--- src/design/nks_pkg.sv ---
// Shared types, codes and constants of the key unit scanner.
`timescale 1ns / 1ps
`default_nettype none

package nks_pkg;

    typedef enum logic [1:0] {
        CODEC_H264  = 2'd0,
        CODEC_HEVC  = 2'd1,
        CODEC_AVS2  = 2'd2,
        CODEC_OTHER = 2'd3
    } codec_t;

    localparam logic [7:0] AVS2_MARK_B0 = 8'hB0;
    localparam logic [7:0] AVS2_MARK_B3 = 8'hB3;
    localparam logic [7:0] AVS2_MARK_B6 = 8'hB6;

    localparam logic [5:0] AVS2_CODE_B0 = 6'd1;
    localparam logic [5:0] AVS2_CODE_B3 = 6'd2;
    localparam logic [5:0] AVS2_CODE_B6 = 6'd0;

    localparam logic [7:0] H264_TYPE_MASK = 8'h1F;
    localparam logic [7:0] HEVC_TYPE_MASK = 8'h7E;
    localparam logic [5:0] H264_TYPE_IDR  = 6'd5;
    localparam logic [5:0] H264_TYPE_SPS  = 6'd7;
    localparam logic [5:0] HEVC_TYPE_LO   = 6'd16;
    localparam logic [5:0] HEVC_TYPE_HI   = 6'h15;
    localparam logic [5:0] HEVC_TYPE_VPS  = 6'h20;

    localparam logic [2:0] COUNT_MAX = 3'd5;

    // Result of judging one byte.
    typedef struct packed {
        logic       emit;
        logic       found;
        logic [5:0] key_code;
    } match_t;

    typedef struct packed {
        logic       hit;
        logic [5:0] code;
    } marker_t;

    function automatic marker_t avs2_marker(input logic [7:0] b);
        marker_t m;
        m.hit  = 1'b1;
        m.code = AVS2_CODE_B6;
        case (b)
            AVS2_MARK_B0: m.code = AVS2_CODE_B0;
            AVS2_MARK_B3: m.code = AVS2_CODE_B3;
            AVS2_MARK_B6: m.code = AVS2_CODE_B6;
            default:      m.hit  = 1'b0;
        endcase
        return m;
    endfunction

endpackage

`default_nettype wire

--- src/design/nks_if.sv ---
// Channel interfaces: byte words in, result words out, configuration writes.
`timescale 1ns / 1ps
`default_nettype none

interface nks_byte_if;
    logic       valid;
    logic       ready;
    logic [7:0] stream_byte;
    logic       last_byte;

    modport source (output valid, output stream_byte, output last_byte, input ready);
    modport sink (input valid, input stream_byte, input last_byte, output ready);
endinterface

interface nks_result_if;
    logic       valid;
    logic       ready;
    logic       found;
    logic [5:0] key_code;

    modport source (output valid, output found, output key_code, input ready);
    modport sink (input valid, input found, input key_code, output ready);
endinterface

interface nks_cfg_if;
    logic       valid;
    logic       ready;
    logic [1:0] codec_mode;

    modport source (output valid, output codec_mode, input ready);
    modport sink (input valid, input codec_mode, output ready);
endinterface

`default_nettype wire

--- src/design/nks_match.sv ---
// Start code and key unit match for one byte against the scan window.
`timescale 1ns / 1ps
`default_nettype none

module nks_match
    import nks_pkg::*;
(
    input  wire codec_t      mode,
    input  wire logic [31:0] window,
    input  wire logic [2:0]  count,
    input  wire logic        done,
    input  wire logic [7:0]  cur_byte,
    input  wire logic        last,
    output match_t           res
);

    logic       sc3;
    logic       four;
    logic [5:0] h264_type;
    logic [5:0] hevc_type;
    marker_t    m_win;
    marker_t    m_cur;
    logic       hit;
    logic [5:0] code;

    assign sc3       = (count >= 3'd3) && (window[23:0] == 24'd1);
    assign four      = (count >= 3'd4) && (window[31:24] == 8'd0);
    assign h264_type = 6'(cur_byte & H264_TYPE_MASK);
    assign hevc_type = 6'((cur_byte & HEVC_TYPE_MASK) >> 1);
    // Short form marker sits in the third byte, long form in the fourth.
    assign m_win     = avs2_marker((window[15:8] == 8'd1) ? window[7:0] : window[15:8]);
    assign m_cur     = avs2_marker(cur_byte);

    always_comb
    begin
        hit  = 1'b0;
        code = 6'd0;
        if (!done)
        begin
            case (mode)
                CODEC_H264:
                begin
                    if (sc3 && (!last || four) &&
                        ((h264_type == H264_TYPE_IDR) || (h264_type == H264_TYPE_SPS)))
                    begin
                        hit  = 1'b1;
                        code = h264_type;
                    end
                end
                CODEC_HEVC:
                begin
                    if (sc3 && (!last || four) &&
                        (((hevc_type >= HEVC_TYPE_LO) && (hevc_type <= HEVC_TYPE_HI)) ||
                         (hevc_type == HEVC_TYPE_VPS)))
                    begin
                        hit  = 1'b1;
                        code = hevc_type;
                    end
                end
                CODEC_AVS2:
                begin
                    // Marker at packet start, confirmed on the fifth byte.
                    if ((count == 3'd4) && (window[31:16] == 16'd0) && m_win.hit)
                    begin
                        hit  = 1'b1;
                        code = m_win.code;
                    end
                    else if ((count >= 3'd4) && (window[23:0] == 24'd1) && m_cur.hit)
                    begin
                        hit  = 1'b1;
                        code = m_cur.code;
                    end
                    else if ((count >= 3'd3) && !last && (window[15:0] == 16'd0) &&
                             m_cur.hit)
                    begin
                        hit  = 1'b1;
                        code = m_cur.code;
                    end
                end
                default:
                begin
                    hit  = 1'b0;
                    code = 6'd0;
                end
            endcase
        end
    end

    assign res.emit     = hit || (last && !done);
    assign res.found    = hit;
    assign res.key_code = hit ? code : 6'd0;

endmodule

`default_nettype wire

--- src/design/nal_key_unit_scanner.sv ---
// Top level of the Annex B key unit scanner.
//
//   channel    modport  word                        handshake
//   byte_in    sink     stream_byte[7:0], last_byte valid/ready
//   result     source   found, key_code[5:0]        valid/ready
//   cfg        sink     codec_mode[1:0]             valid/ready (ready tied high)
//
// One byte word per cycle sustained while no result word is stalled.
// A byte is captured in the input register, judged against the scan window
// from there, and any result lands in the output register.
// Every packet yields exactly one result word (first key unit or not-found).
// Reset clears the scan window, byte count, done flag and codec_mode (H.264).
// A stalled result holds the judged byte; byte_in still takes words while
// the input stage judges bytes that produce no result.
`timescale 1ns / 1ps
`default_nettype none

module nal_key_unit_scanner
    import nks_pkg::*;
(
    input  wire logic     clk,
    input  wire logic     rst_n,
    nks_byte_if.sink      byte_in,
    nks_result_if.source  result,
    nks_cfg_if.sink       cfg
);

    // Input stage.
    logic        s1_valid_reg;
    logic        s1_valid_next;
    logic [7:0]  s1_byte_reg;
    logic        s1_last_reg;

    // Scan state.
    codec_t      mode_reg;
    logic [31:0] window_reg;
    logic [31:0] window_next;
    logic [2:0]  count_reg;
    logic [2:0]  count_next;
    logic        done_reg;
    logic        done_next;

    // Output register.
    logic        out_valid_reg;
    logic        out_valid_next;
    logic        out_found_reg;
    logic [5:0]  out_code_reg;

    match_t      res;
    logic        advance;
    logic        in_take;

    nks_match u_match (
        .mode     (mode_reg),
        .window   (window_reg),
        .count    (count_reg),
        .done     (done_reg),
        .cur_byte (s1_byte_reg),
        .last     (s1_last_reg),
        .res      (res)
    );

    // Advance the input stage unless its result would overwrite one still waiting.
    assign advance = s1_valid_reg && (!res.emit || !out_valid_reg || result.ready);
    assign byte_in.ready = !s1_valid_reg || advance;
    assign in_take = byte_in.valid && byte_in.ready;
    assign cfg.ready = 1'b1;

    assign result.valid    = out_valid_reg;
    assign result.found    = out_found_reg;
    assign result.key_code = out_code_reg;

    always_comb
    begin
        s1_valid_next = s1_valid_reg;
        if (in_take)
            s1_valid_next = 1'b1;
        else if (advance)
            s1_valid_next = 1'b0;

        window_next = window_reg;
        count_next  = count_reg;
        done_next   = done_reg;
        if (advance)
        begin
            if (s1_last_reg)
            begin
                // Drop all packet state at the packet's end.
                window_next = 32'd0;
                count_next  = 3'd0;
                done_next   = 1'b0;
            end
            else
            begin
                window_next = {window_reg[23:0], s1_byte_reg};
                count_next  = (count_reg < COUNT_MAX) ? count_reg + 3'd1 : COUNT_MAX;
                done_next   = done_reg || res.found;
            end
        end

        out_valid_next = out_valid_reg;
        if (advance && res.emit)
            out_valid_next = 1'b1;
        else if (result.ready)
            out_valid_next = 1'b0;
    end

    always_ff @(posedge clk or negedge rst_n)
    begin
        if (!rst_n)
        begin
            s1_valid_reg  <= 1'b0;
            mode_reg      <= CODEC_H264;
            window_reg    <= 32'd0;
            count_reg     <= 3'd0;
            done_reg      <= 1'b0;
            out_valid_reg <= 1'b0;
        end
        else
        begin
            s1_valid_reg  <= s1_valid_next;
            window_reg    <= window_next;
            count_reg     <= count_next;
            done_reg      <= done_next;
            out_valid_reg <= out_valid_next;
            if (cfg.valid && cfg.ready)
                mode_reg <= codec_t'(cfg.codec_mode);
        end
    end

    // Payload registers: load only, no reset.
    always_ff @(posedge clk)
    begin
        if (in_take)
        begin
            s1_byte_reg <= byte_in.stream_byte;
            s1_last_reg <= byte_in.last_byte;
        end
        if (advance && res.emit)
        begin
            out_found_reg <= res.found;
            out_code_reg  <= res.key_code;
        end
    end

endmodule

`default_nettype wire

--- src/flat_wrapper.sv ---
// flat-port wrapper written by rule: the top's interface ports become plain ports
module nal_key_unit_scanner_flat import nks_pkg::*;
  (clk, rst_n, byte_in_valid, byte_in_stream_byte, byte_in_last_byte, byte_in_ready, result_valid, result_found, result_key_code, result_ready, cfg_valid, cfg_codec_mode, cfg_ready);
  nks_byte_if byte_in_i ();
  nks_result_if result_i ();
  nks_cfg_if cfg_i ();
  input  wire logic clk;
  input  wire logic rst_n;
  input wire logic [$bits(byte_in_i.valid)-1:0] byte_in_valid;
  input wire logic [$bits(byte_in_i.stream_byte)-1:0] byte_in_stream_byte;
  input wire logic [$bits(byte_in_i.last_byte)-1:0] byte_in_last_byte;
  output wire logic [$bits(byte_in_i.ready)-1:0] byte_in_ready;
  output wire logic [$bits(result_i.valid)-1:0] result_valid;
  output wire logic [$bits(result_i.found)-1:0] result_found;
  output wire logic [$bits(result_i.key_code)-1:0] result_key_code;
  input wire logic [$bits(result_i.ready)-1:0] result_ready;
  input wire logic [$bits(cfg_i.valid)-1:0] cfg_valid;
  input wire logic [$bits(cfg_i.codec_mode)-1:0] cfg_codec_mode;
  output wire logic [$bits(cfg_i.ready)-1:0] cfg_ready;
  assign byte_in_i.valid = byte_in_valid;
  assign byte_in_i.stream_byte = byte_in_stream_byte;
  assign byte_in_i.last_byte = byte_in_last_byte;
  assign byte_in_ready = byte_in_i.ready;
  assign result_valid = result_i.valid;
  assign result_found = result_i.found;
  assign result_key_code = result_i.key_code;
  assign result_i.ready = result_ready;
  assign cfg_i.valid = cfg_valid;
  assign cfg_i.codec_mode = cfg_codec_mode;
  assign cfg_ready = cfg_i.ready;
  nal_key_unit_scanner u_core (.clk(clk), .rst_n(rst_n), .byte_in(byte_in_i), .result(result_i), .cfg(cfg_i));
endmodule
--- config.mk ---
export PLATFORM = sky130hd
export DESIGN_NAME = nal_key_unit_scanner_flat
export DESIGN_NICKNAME = d
export VERILOG_FILES = /design/src/design/nks_pkg.sv /design/src/design/nks_if.sv /design/src/design/nks_match.sv /design/src/design/nal_key_unit_scanner.sv /design/src/flat_wrapper.sv
export SDC_FILE = /design/constraint.sdc
export NUM_CORES = 1
export LEC_CHECK = 0
export BUFFER_PORTS_ARGS = -buffer_cell sky130_fd_sc_hd__buf_2
export CORE_ASPECT_RATIO = 1.25
export CORE_MARGIN = 3
export CORE_UTILIZATION = 30
export CTS_CLUSTER_DIAMETER = 40
export DETAILED_ROUTE_END_ITERATION = 10
export GPL_ROUTABILITY_DRIVEN = 0
export PLACE_DENSITY = 0.43
export SETUP_SLACK_MARGIN = 0.2
export SYNTH_ARGS = -nofsm -noshare
export SYNTH_HDL_FRONTEND = slang
export SYNTH_SLANG_ARGS = --single-unit
--- constraint.sdc ---
create_clock -name clk -period 3.9 [get_ports clk]
set_clock_uncertainty 0.1 [all_clocks]
set_input_delay 0.195 -clock clk [delete_from_list [all_inputs] [get_ports clk]]
set_output_delay 0.195 -clock clk [all_outputs]
set_load 0.01 [all_outputs]
==> Implementation_results.wiki, run 1 <==
{| class="wikitable"
! Metric !! Value
|-
| Maximum clock frequency || 305 MHz
|-
| Hold-fix buffer count after cts || 10
|-
| Number of flip-flops under the largest register name || 32
|-
| Kind of cell adding the most delay to the critical path || simple AND/OR/NAND/NOR gates
|-
| Share of Yosys cell area claimed by the top area cell type || 0.348
|-
| Final min period || 3.28 ns
|-
| Synthesis-to-layout area growth || 15.8%
|-
| Post-route cell area || 3330 um^2
|-
| Cell Area, Synth || 2880 um^2
|-
| Maximum clock path buffer count || 2
|-
| RSZ-0062 raised after global routing || no
|-
| Fin nets || 300
|-
| Rows || 39
|-
| Clock slew at the register clock pins of the worst setup and hold paths || 0.07 ns
|-
| Inserted Clock Buffers || 5
|-
| Slew headroom || 0.378
|-
| Fill cell count || 916
|-
| Post-CTS resize count || 0
|-
| Number of max-cap violations || 0
|-
| Cell count after placement || 387
|-
| Cell seen most often among critical-path stages || inv_1
|-
| Total number of cells along the worst setup path || 10
|-
| Static leakage || 1.33 nW
|-
| Most common cell after layout, fill and taps aside || dfrtp_1
|-
| Hold path start || byte_in_valid
|-
| WL final || 6.91 mm
|-
| Sequential area share after synthesis || 0.515
|-
| Finish-stage setup viols || 0
|-
| Non-filler instance count after layout || 405
|-
| Count of inserted antenna diode cells || 0
|-
| R2R setup slack || 0.63 ns
|-
| Core outline area || 9220 um^2
|-
| Most used DFF post-synth || dfrtp_1
|-
| Post-CTS Setup Inserts || 0
|-
| Required time of the critical path || 3.61 ns
|-
| Proportion of synthesized flip-flops having asynchronous set or reset || 0.714
|-
| Die H || 116 um
|-
| Crit. Startpoint || u_core.count_reg[2]
|-
| R2r startpoint || u_core.count_reg[2]
|-
| FF-to-FF path depth || 9
|-
| Cell at the root of the clock tree || clkbuf_16
|-
| Power density over the cells || 424 nW/um^2
|-
| DP Wirelength || 4.59 mm
|-
| Initial cell density of the core || 0.312
|-
| Final Hold Vio Count || 0
|-
| Number of instances on the worst hold path || 2
|-
| GRT Residual Overflow || 0
|-
| Worst Setup Path Type || reg2out
|-
| Clock latency at the later pin of the worst-skew pair || 0.29 ns
|-
| Detailed-routing iteration count for the pre-antenna-repair pass || 4
|-
| Period utilization || 0.841
|-
| Via density || 5.22
|-
| Pin count of the biggest net entering global routing || 41
|-
| Number of warnings reported in the yosys synthesis log || 0
|-
| CTS tree || yes
|-
| Top cells by area, synth || dfrtp_1, edfxtp_1, o2bb2ai_1
|-
| Tightest Pin Transition || 0.933 ns
|-
| I/O pin cnt || 26
|-
| Area of the die || 10800 um^2
|-
| Number of nets still failing antenna checks after routing || 0
|-
| Post-synthesis instance total || 252
|-
| Critical path buffers and inverters || 3
|-
| Number of DRC violations after detailed routing || 0
|-
| CP peak stage delay || 0.45 ns
|-
| Worst IR Drop VDD || 0.238 mV
|-
| Ratio of cells with drive above 1 in the final layout || 0.167
|-
| Post-Place Cell Area || 3090 um^2
|-
| Total Routing Usage GR || 0.139
|-
| Number of buffers added on ports || 24
|-
| Avg Inst Size Synth || 11.4 um^2
|-
| CP max-delay cell || dfrtp_1
|-
| Cell chain of the critical path || inv_1 -> ha_1 -> a211oi_1 -> or3_1 -> a2111oi_0 -> inv_1 -> o211a_1 -> or3b_1 -> or2_1 -> buf_2
|-
| Number of global-route vias before repair || 2268
|-
| Leading cell types in the layout, fill and taps excluded || dfrtp_1, nand3b_1, o2bb2ai_1, buf_2, edfxtp_1
|-
| Cell taking the most area after synthesis || dfrtp_1
|-
| Hold crit path type || in2reg
|-
| Post-synth net total || 271
|-
| Tot Pwr || 0.00141 W
|-
| Average wire per cell in the routed design || 17.1 um
|-
| Setup total negative slack || 0 ns
|-
| Count of H-tree levels built during CTS || 2
|-
| Number of antenna violations at the first check in global routing || 0
|-
| DIE WIDTH || 93.6 um
|-
| Via count || 2114
|-
| Final design utilization || 0.361
|-
| Count of distinct cell types in the synthesized netlist || 54
|-
| DRC violation total after the first TritonRoute iteration || 104
|-
| Slew Viols, Final || 0
|-
| Worst-path fanout max || 6
|-
| Post-synth EDFFs || 16
|-
| Outcome || complete, no violations
|-
| Worst Setup End Kind || output port
|-
| Clock sink count || 56
|-
| First-pass GRT wire length || 11.6 mm
|-
| Number of synthesized register bits || 56
|-
| Kind of start point of the critical path || register
|-
| Arrival time at the worst endpoint || 2.99 ns
|}
[cell families (layout without fill, tap and decap cells)]
kind of cell / Yosys count / after routing / synth area share
simple gates: 95 / 95 / 0.219
flops: 56 / 56 / 0.515
compound gates: 62 / 62 / 0.175
mux: 6 / 6 / 0.0222
other cells: 2 / 2 / 0.00261
buf+inv: 26 / 56 / 0.0478
fa+ha+maj: 3 / 3 / 0.0130
xor+xnor: 2 / 2 / 0.00609
[through the flow]
| step | setup slack (ns) | hold slack (ns) |
|---|---|---|
| finish | 0.620 | 0.0143 |
| global route | 0.291 | 0.0307 |
| CTS | 0.555 | 0.0105 |
| detailed placement | 0.540 | 0.273 |
| global placement | 0.628 | 0.272 |
| floorplan | 0.997 | -0.201 |
[layer usage]
layer | global-route usage | up-vias | part of all wire
met1 | 0.169 | 1052 | 0.45
met3 | 0.0260 | 5 | 0.032
met5 | 0 | - | 0
li1 | - | 1012 | -
met4 | 0.0501 | 0 | 0.013
met2 | 0.245 | 45 | 0.51
[final cells by class]
cell class	count	area, um^2	share of cell area
multi-input cells	170	1260	0.379
inverters	8	30.0	0.00901
flip-flops and latches	56	1480	0.445
clock buffers	7	133	0.0398
clock inverters	1	5.00	0.00150
repair buffers	40	265	0.0796
well taps	123	154	0.0462
[path summary, 6_finish.rpt]
check                                                  to
min in group asynchronous            u_core.window_reg[4]
worst min-delay path                  u_core.s1_valid_reg
worst max-delay path                        byte_in_ready
max in group asynchronous           u_core.window_reg[30]
worst max register to register  u_core.result.key_code[5]
worst min register to register      u_core.window_reg[27]
[power breakdown]
part           internal, W  switching [W]  total, W
logic             0.000110       0.000140  0.000250
registers         0.000659      0.0000675  0.000726
clock network     0.000238       0.000197  0.000435
total              0.00101       0.000405   0.00141
[synthesized netlist by cell type, drive strengths merged, types with 4 or more instances]
library cell / n
dfrtp: 40
nand3b: 30
o2bb2ai: 28
edfxtp: 16
nor2: 13
nand2: 12
clkbuf: 10
buf: 8
inv: 8
nor4: 8
a21oi: 7
nor2b: 5
nor3: 5
nand4: 4
o21ai: 4
Power figures use the tool's default switching activity.
==> run 2, diff against run 1 <==
==> constraint.sdc (replaced) <==
create_clock -name clk -period 3.2 [get_ports clk]
set_clock_uncertainty 0.1 [all_clocks]
set_input_delay 0.16 -clock clk [delete_from_list [all_inputs] [get_ports clk]]
set_output_delay 0.16 -clock clk [all_outputs]
set_load 0.01 [all_outputs]
==> run 2 against run 1 <==
Effect of this change: core utilization rose by 2.8 points; setup slack got worse by 0.32 ns; largest power group unchanged; worst hold slack better by 0.016 ns.
==> Implementation_results.wiki, run 2 (synthesis gave the netlist of run 1 again) <==
{| class="wikitable"
! Metric !! Value
|-
| Outcome || complete, no violations (unchanged)
|-
| Final min period || 2.90 ns
|-
| DRC violation total after the first TritonRoute iteration || 134 (was 104)
|-
| Part of the power in registers || 0.478 (was 0.514)
|-
| Finish-stage setup viols || 0 (unchanged)
|-
| I/O pin cnt || 26 (unchanged)
|-
| Crit path setup slack, layout || 0.301 ns (was 0.620 ns)
|-
| Met2 wire length || 3.66 mm (was 3.51 mm)
|-
| Required time of the critical path || 2.94 ns (was 3.61 ns)
|-
| WL final || 7.17 mm (was 6.91 mm)
|-
| First-pass GRT wire length || 12.1 mm (was 11.6 mm)
|-
| Total Routing Usage GR || 0.142 (was 0.139)
|-
| Number of flip-flops under the largest register name || 32 (unchanged)
|-
| Kind of start point of the critical path || register (unchanged)
|-
| Hold crit path type || in2reg (unchanged)
|-
| Clk pwr share || 0.294 (was 0.308)
|-
| Tightest Pin Transition || 0.946 ns (was 0.933 ns)
|-
| Number of nets still failing antenna checks after routing || 0 (unchanged)
|-
| Routed length on met1 || 3.29 mm (was 3.08 mm)
|-
| Clock latency at the later pin of the worst-skew pair || 0.29 ns (about the same)
|-
| Period utilization || 0.906
|-
| Area of the die || 10800 um^2 (unchanged)
|-
| DIE WIDTH || 93.6 um (unchanged)
|-
| Cell at the root of the clock tree || clkbuf_16 (unchanged)
|-
| Cell internal pwr || 0.00129 W (was 0.00101 W)
|-
| Clock sink count || 56 (unchanged)
|-
| Number of antenna violations at the first check in global routing || 0 (unchanged)
|-
| Via density || 5.03 (was 5.22)
|-
| RSZ-0062 raised after global routing || no (unchanged)
|-
| CTS tree || yes (unchanged)
|-
| Fin nets || 315 (was 300)
|-
| Number of global-route vias before repair || 2309 (was 2268)
|-
| Number of buffers added on ports || 24 (unchanged)
|-
| Maximum clock path buffer count || 2 (unchanged)
|-
| Count of H-tree levels built during CTS || 2 (unchanged)
|-
| Most common cell after layout, fill and taps aside || dfrtp_1 (unchanged)
|-
| Worst-path fanout max || 3 (was 6)
|-
| Post-Place Cell Area || 3140 um^2 (was 3090 um^2)
|-
| WL met3 || 134 um (was 224 um)
|-
| Static leakage || 1.42 nW (was 1.33 nW)
|-
| Post-route cell area || 3590 um^2 (was 3330 um^2)
|-
| Setup total negative slack || 0 ns (unchanged)
|-
| Slew headroom || 0.370 (was 0.378)
|-
| Clock slew at the register clock pins of the worst setup and hold paths || 0.07 ns (about the same)
|-
| DP Wirelength || 4.64 mm (was 4.59 mm)
|-
| DP Worst Slack || 0.288 ns (was 0.540 ns)
|-
| Final Hold Vio Count || 0 (unchanged)
|-
| Pin count of the biggest net entering global routing || 41 (unchanged)
|-
| Rows || 39 (unchanged)
|-
| Count of inserted antenna diode cells || 0 (unchanged)
|-
| Slew Viols, Final || 0 (unchanged)
|-
| Worst Setup End Kind || output port (unchanged)
|-
| Detailed-routing iteration count for the pre-antenna-repair pass || 4 (unchanged)
|-
| Number of DRC violations after detailed routing || 0 (unchanged)
|-
| Power density over the cells || 510 nW/um^2 (was 424 nW/um^2)
|-
| Worst Setup Path Type || reg2out (unchanged)
|-
| Inserted Clock Buffers || 5 (unchanged)
|-
| Core outline area || 9220 um^2 (unchanged)
|-
| Via count || 2113 (was 2114)
|-
| Switching power total || 0.000547 W (was 0.000405 W)
|-
| Die H || 116 um (unchanged)
|-
| Sw Ratio || 0.298 (was 0.287)
|-
| Arrival time at the worst endpoint || 2.64 ns (was 2.99 ns)
|-
| Top Layer Used || met4 (unchanged)
|-
| Leading cell types in the layout, fill and taps excluded || dfrtp_1, nand3b_1, o2bb2ai_1, buf_2, buf_4 (was dfrtp_1, nand3b_1, o2bb2ai_1, buf_2, edfxtp_1)
|-
| Maximum clock frequency || 345 MHz
|-
| Ratio of cells with drive above 1 in the final layout || 0.256 (was 0.167)
|-
| Synthesis-to-layout area growth || 24.9% (was 15.8%)
|-
| Number of max-cap violations || 0 (unchanged)
|-
| Worst IR Drop VDD || 0.228 mV (was 0.238 mV)
|-
| Combinational power share || 0.228 (was 0.177)
|-
| Average wire per cell in the routed design || 17.1 um (about the same)
|-
| GRT Residual Overflow || 0 (unchanged)
|-
| Initial cell density of the core || 0.312 (unchanged)
|}
## run 2: changes by cell type in the layout (fill, tap and decap cells not counted), sizes merged
| cell | previous run | this run |
|---|---|---|
| buf | 30 | 42 |
| dlygate4sd3 | 10 | 13 |
| clkbuf | 7 | 6 |
| inv | 8 | 9 |
## run 2: critical path: stages (launching register included)
cell       delay (ns)
dfrtp_1          0.41
nor4_2           0.29
buf_4            0.16
nand4_1          0.17
a2111oi_4        0.37
inv_1            0.09
o211a_1          0.14
or3b_4           0.37
or2_1            0.21
buf_2            0.14
## run 2: cell type report
class	instances	area, um^2
clock buffers	6	129
clock inverters	2	11.3
fillers	925	5630
inverters	8	30.0
multi-input cells	170	1390
flip-flops and latches	56	1480
well taps	123	154
repair buffers	55	398
## run 2: repair_timing
action | CTS | global route
setup buffers | 6 | 1
pin swaps | 4 | 7
resized for setup | 10 | 13
setup endpoints to repair | 1 | 50
gates cloned | 0 | 0
hold buffers | 13 | 0
hold endpoints to repair | 52 | 0
## run 2: final timing paths
kind	start	end	slack, ns	cells after the start
worst max-delay path	u_core.window_reg[21]	byte_in_ready	0.30	9
worst min-delay path	cfg_valid	u_core.mode_reg[1]	0.03	2
worst max register to register	u_core.window_reg[21]	u_core.s1_last_reg	0.34	9
worst min register to register	u_core.window_reg[24]	u_core.window_reg[24]	0.39	1
max in group asynchronous	rst_n	u_core.count_reg[2]	1.88	2
min in group asynchronous	rst_n	u_core.window_reg[15]	0.45	2
## run 2: power groups by stage
| stage | Sequential (W) | Clock, W | Combinational (W) |
|---|---|---|---|
| after floorplan | 0.000873 | 0 | 0.000222 |
| after global placement | 0.000898 | 0 | 0.000313 |
| after detailed placement | 0.000897 | 0 | 0.000315 |
| after CTS | 0.000873 | 0.000560 | 0.000400 |
| after global routing | 0.000889 | 0.000583 | 0.000462 |
| final | 0.000877 | 0.000539 | 0.000418 |
## run 2: stage by stage
stage / util / power [W] / instances / hold WS [ns]
after floorplan: - / 0.00110 / 252 / -0.236
after global placement: 0.341 / 0.00121 / 392 / 0.238
after detailed placement: 0.341 / 0.00121 / 392 / 0.238
after CTS: 0.381 / 0.00183 / 419 / 0.0272
after global routing: 0.390 / 0.00193 / 420 / 0.0415
final: 0.390 / 0.00183 / 420 / 0.0298
## run 2: layer usage
| metal | vias up | track usage |
|---|---|---|
| met1 | 1041 | 0.183 |
| met3 | 6 | 0.0208 |
| met5 | - | 0 |
| met4 | 0 | 0.0376 |
| li1 | 1043 | - |
| met2 | 23 | 0.252 |
==> run 3, diff against run 2 <==
--- a/config.mk
+++ b/config.mk
@@ -9,6 +9,7 @@
 export CORE_ASPECT_RATIO = 1.25
 export CORE_MARGIN = 3
 export CORE_UTILIZATION = 30
+export CTS_BUF_LIST = sky130_fd_sc_hd__clkbuf_8
 export CTS_CLUSTER_DIAMETER = 40
 export DETAILED_ROUTE_END_ITERATION = 10
 export GPL_ROUTABILITY_DRIVEN = 0
==> run 3 against run 2 <==
Effect of this change: routed wire length shrank 0.67%; count of clock-buffer cells in the layout decreased by 1; global-route usage down 0.14 points; setup slack got worse by 0.087 ns; worst hold slack got worse by 0.021 ns; design area fell by 4.7%; non-clock buffer count down 2; cell count is 0.48% lower; via count decreased by 0.14%; combinational power fell by 9.8%; sequential cell count did not move; critical path type unchanged; critical endpoint unchanged.
==> Implementation_results.wiki, run 3 (synthesis gave the netlist of run 1 again) <==
{| class="wikitable"
! Metric !! Value
|-
| Initial cell density of the core || 0.312 (unchanged)
|-
| Number of global-route vias before repair || 2286 (was 2309)
|-
| Core outline area || 9220 um^2 (unchanged)
|-
| Area of the die || 10800 um^2 (unchanged)
|-
| Clock latency at the later pin of the worst-skew pair || 0.31 ns (was 0.29 ns)
|-
| Worst Setup Path Type || reg2out (unchanged)
|-
| Die H || 116 um (unchanged)
|-
| DIE WIDTH || 93.6 um (unchanged)
|-
| Footprint of the multi-input gates || 1290 um^2 (was 1390 um^2)
|-
| Static leakage || 1.38 nW (was 1.42 nW)
|-
| Arrival time at the worst endpoint || 2.73 ns (was 2.64 ns)
|-
| Number of max-cap violations || 0 (unchanged)
|-
| Count of inserted antenna diode cells || 0 (unchanged)
|-
| Leading cell types in the layout, fill and taps excluded || dfrtp_1, nand3b_1, o2bb2ai_1, buf_2, edfxtp_1 (was dfrtp_1, nand3b_1, o2bb2ai_1, buf_2, buf_4)
|-
| Required time of the critical path || 2.94 ns (about the same)
|-
| Pin count of the biggest net entering global routing || 41 (unchanged)
|-
| Clock sink count || 56 (unchanged)
|-
| CP peak stage delay || 0.45 ns (was 0.41 ns)
|-
| DRC violation total after the first TritonRoute iteration || 115 (was 134)
|-
| Most common cell after layout, fill and taps aside || dfrtp_1 (unchanged)
|-
| Inserted Clock Buffers || 5 (unchanged)
|-
| Via density || 5.05 (was 5.03)
|-
| Maximum clock frequency || 335 MHz (was 345 MHz)
|-
| Sequential cell area || 1480 um^2 (unchanged)
|-
| Number of DRC violations after detailed routing || 0 (unchanged)
|-
| CP max-delay cell || dfrtp_1 (unchanged)
|-
| Slew headroom || 0.374 (was 0.370)
|-
| Fin nets || 313 (was 315)
|-
| Kind of cell adding the most delay to the critical path || simple AND/OR/NAND/NOR gates (unchanged)
|-
| Kind of start point of the critical path || register (unchanged)
|-
| Number of antenna violations at the first check in global routing || 0 (unchanged)
|-
| GRT Residual Overflow || 0 (unchanged)
|-
| DP Worst Slack || 0.288 ns (unchanged)
|-
| Setup total negative slack || 0 ns (unchanged)
|-
| Slew Viols, Final || 0 (unchanged)
|-
| Average wire per cell in the routed design || 17.0 um (was 17.1 um)
|-
| WL final || 7.12 mm (was 7.17 mm)
|-
| Fill cell count || 941 (was 925)
|-
| Synthesis-to-layout area growth || 19.0% (was 24.9%)
|-
| First-pass GRT wire length || 12.0 mm (was 12.1 mm)
|-
| Worst-path fanout max || 5 (was 3)
|-
| Finish-stage setup viols || 0 (unchanged)
|-
| Final min period || 2.99 ns (was 2.90 ns)
|-
| Count of H-tree levels built during CTS || 2 (unchanged)
|-
| Via count || 2110 (was 2113)
|-
| Clock slew at the register clock pins of the worst setup and hold paths || 0.10 ns (was 0.07 ns)
|-
| I/O pin cnt || 26 (unchanged)
|-
| Number of flip-flops under the largest register name || 32 (unchanged)
|-
| Worst IR Drop VDD || 0.180 mV (was 0.228 mV)
|-
| Worst Setup End Kind || output port (unchanged)
|-
| CTS tree || yes (unchanged)
|-
| Hold_ws || 0.00860 ns (was 0.0298 ns)
|-
| RSZ-0062 raised after global routing || yes (was no)
|-
| DP Wirelength || 4.64 mm (unchanged)
|-
| Ratio of cells with drive above 1 in the final layout || 0.207 (was 0.256)
|-
| Cell chain of the critical path || nor4_4 -> a41oi_1 -> nor3_1 -> a21oi_1 -> o211a_1 -> or3b_4 -> or2_1 -> buf_2 (was nor4_2 -> buf_4 -> nand4_1 -> a2111oi_4 -> inv_1 -> o211a_1 -> or3b_4 -> or2_1 -> buf_2)
|-
| Hold crit path type || in2reg (unchanged)
|-
| Crit path setup slack, layout || 0.214 ns (was 0.301 ns)
|-
| Outcome || complete, no violations (unchanged)
|-
| Tightest Pin Transition || 0.939 ns (was 0.946 ns)
|-
| Final Hold Vio Count || 0 (unchanged)
|-
| Critical path buffers and inverters || 1 (was 3)
|-
| Period utilization || 0.933 (was 0.906)
|-
| Number of nets still failing antenna checks after routing || 0 (unchanged)
|-
| Number of buffers added on ports || 24 (unchanged)
|-
| Rows || 39 (unchanged)
|-
| Cell at the root of the clock tree || clkbuf_8 (was clkbuf_16)
|-
| Maximum clock path buffer count || 2 (unchanged)
|-
| Total Routing Usage GR || 0.141 (was 0.142)
|-
| Detailed-routing iteration count for the pre-antenna-repair pass || 4 (unchanged)
|-
| Power density over the cells || 478 nW/um^2 (was 510 nW/um^2)
|}
## run 3: cell count changes in the layout (fill, tap and decap cells not counted), moves of 2 or more
cell       change
clkbuf_8       +5
buf_4          -3
clkbuf_16      -5
nor4_2         -2
nor4_1         +3
nor3_1         +2
nor3_2         -2
ha_1           +2
## run 3: worst paths after layout
path,endpoint,cells past startpoint,startpoint,slack (ns)
max reg2reg,u_core.s1_last_reg,7,u_core.window_reg[10],0.41
min in group asynchronous,u_core.window_reg[15],2,rst_n,0.42
min,u_core.mode_reg[0],2,cfg_valid,0.009
min reg2reg,u_core.window_reg[24],1,u_core.window_reg[24],0.40
max,byte_in_ready,8,u_core.window_reg[10],0.21
max in group asynchronous,u_core.count_reg[2],2,rst_n,1.92
## run 3: cell type report
type | count | area share
Clock buffer | 5 | 0.0201
Timing Repair Buffer | 53 | 0.113
Tap cell | 123 | 0.0450
Clock inverter | 3 | 0.00439
Multi-Input combinational cell | 170 | 0.376
Sequential cell | 56 | 0.433
Inverter | 8 | 0.00877
## run 3: timing repair
| item | 4_1_cts | 5_1_grt |
|---|---|---|
| endpoints found under the setup margin | 1 | 1 |
| hold buffers | 14 | 0 |
| buffers inserted | 4 | 0 |
| gates resized for setup | 7 | 0 |
| endpoints found under the hold margin | 52 | 0 |
| pin swaps | 3 | 0 |
## run 3: routing by layer
metal	vias to the layer above	GRT usage	wire length, um
met4	0	0.0376	84
met1	1045	0.181	3390
li1	1036	-	-
met5	-	0	0
met3	6	0.0208	120
met2	23	0.250	3530
## run 3: through the flow
stage | total power [W] | area (um^2) | cells | utilization
after floorplan | 0.00110 | 2880 | 252 | -
after global placement | 0.00121 | 3140 | 392 | 0.341
after detailed placement | 0.00121 | 3140 | 392 | 0.341
after CTS | 0.00166 | 3420 | 418 | 0.371
after global routing | 0.00173 | 3420 | 418 | 0.371
final | 0.00164 | 3420 | 418 | 0.371
## run 3: power breakdown
| part | total [W] | leakage (nW) | internal (W) | switching [W] |
|---|---|---|---|---|
| sequential | 0.000871 | 0.685 | 0.000803 | 0.0000679 |
| combinational | 0.000377 | 0.644 | 0.000173 | 0.000204 |
| clock | 0.000387 | 0.0496 | 0.000151 | 0.000236 |
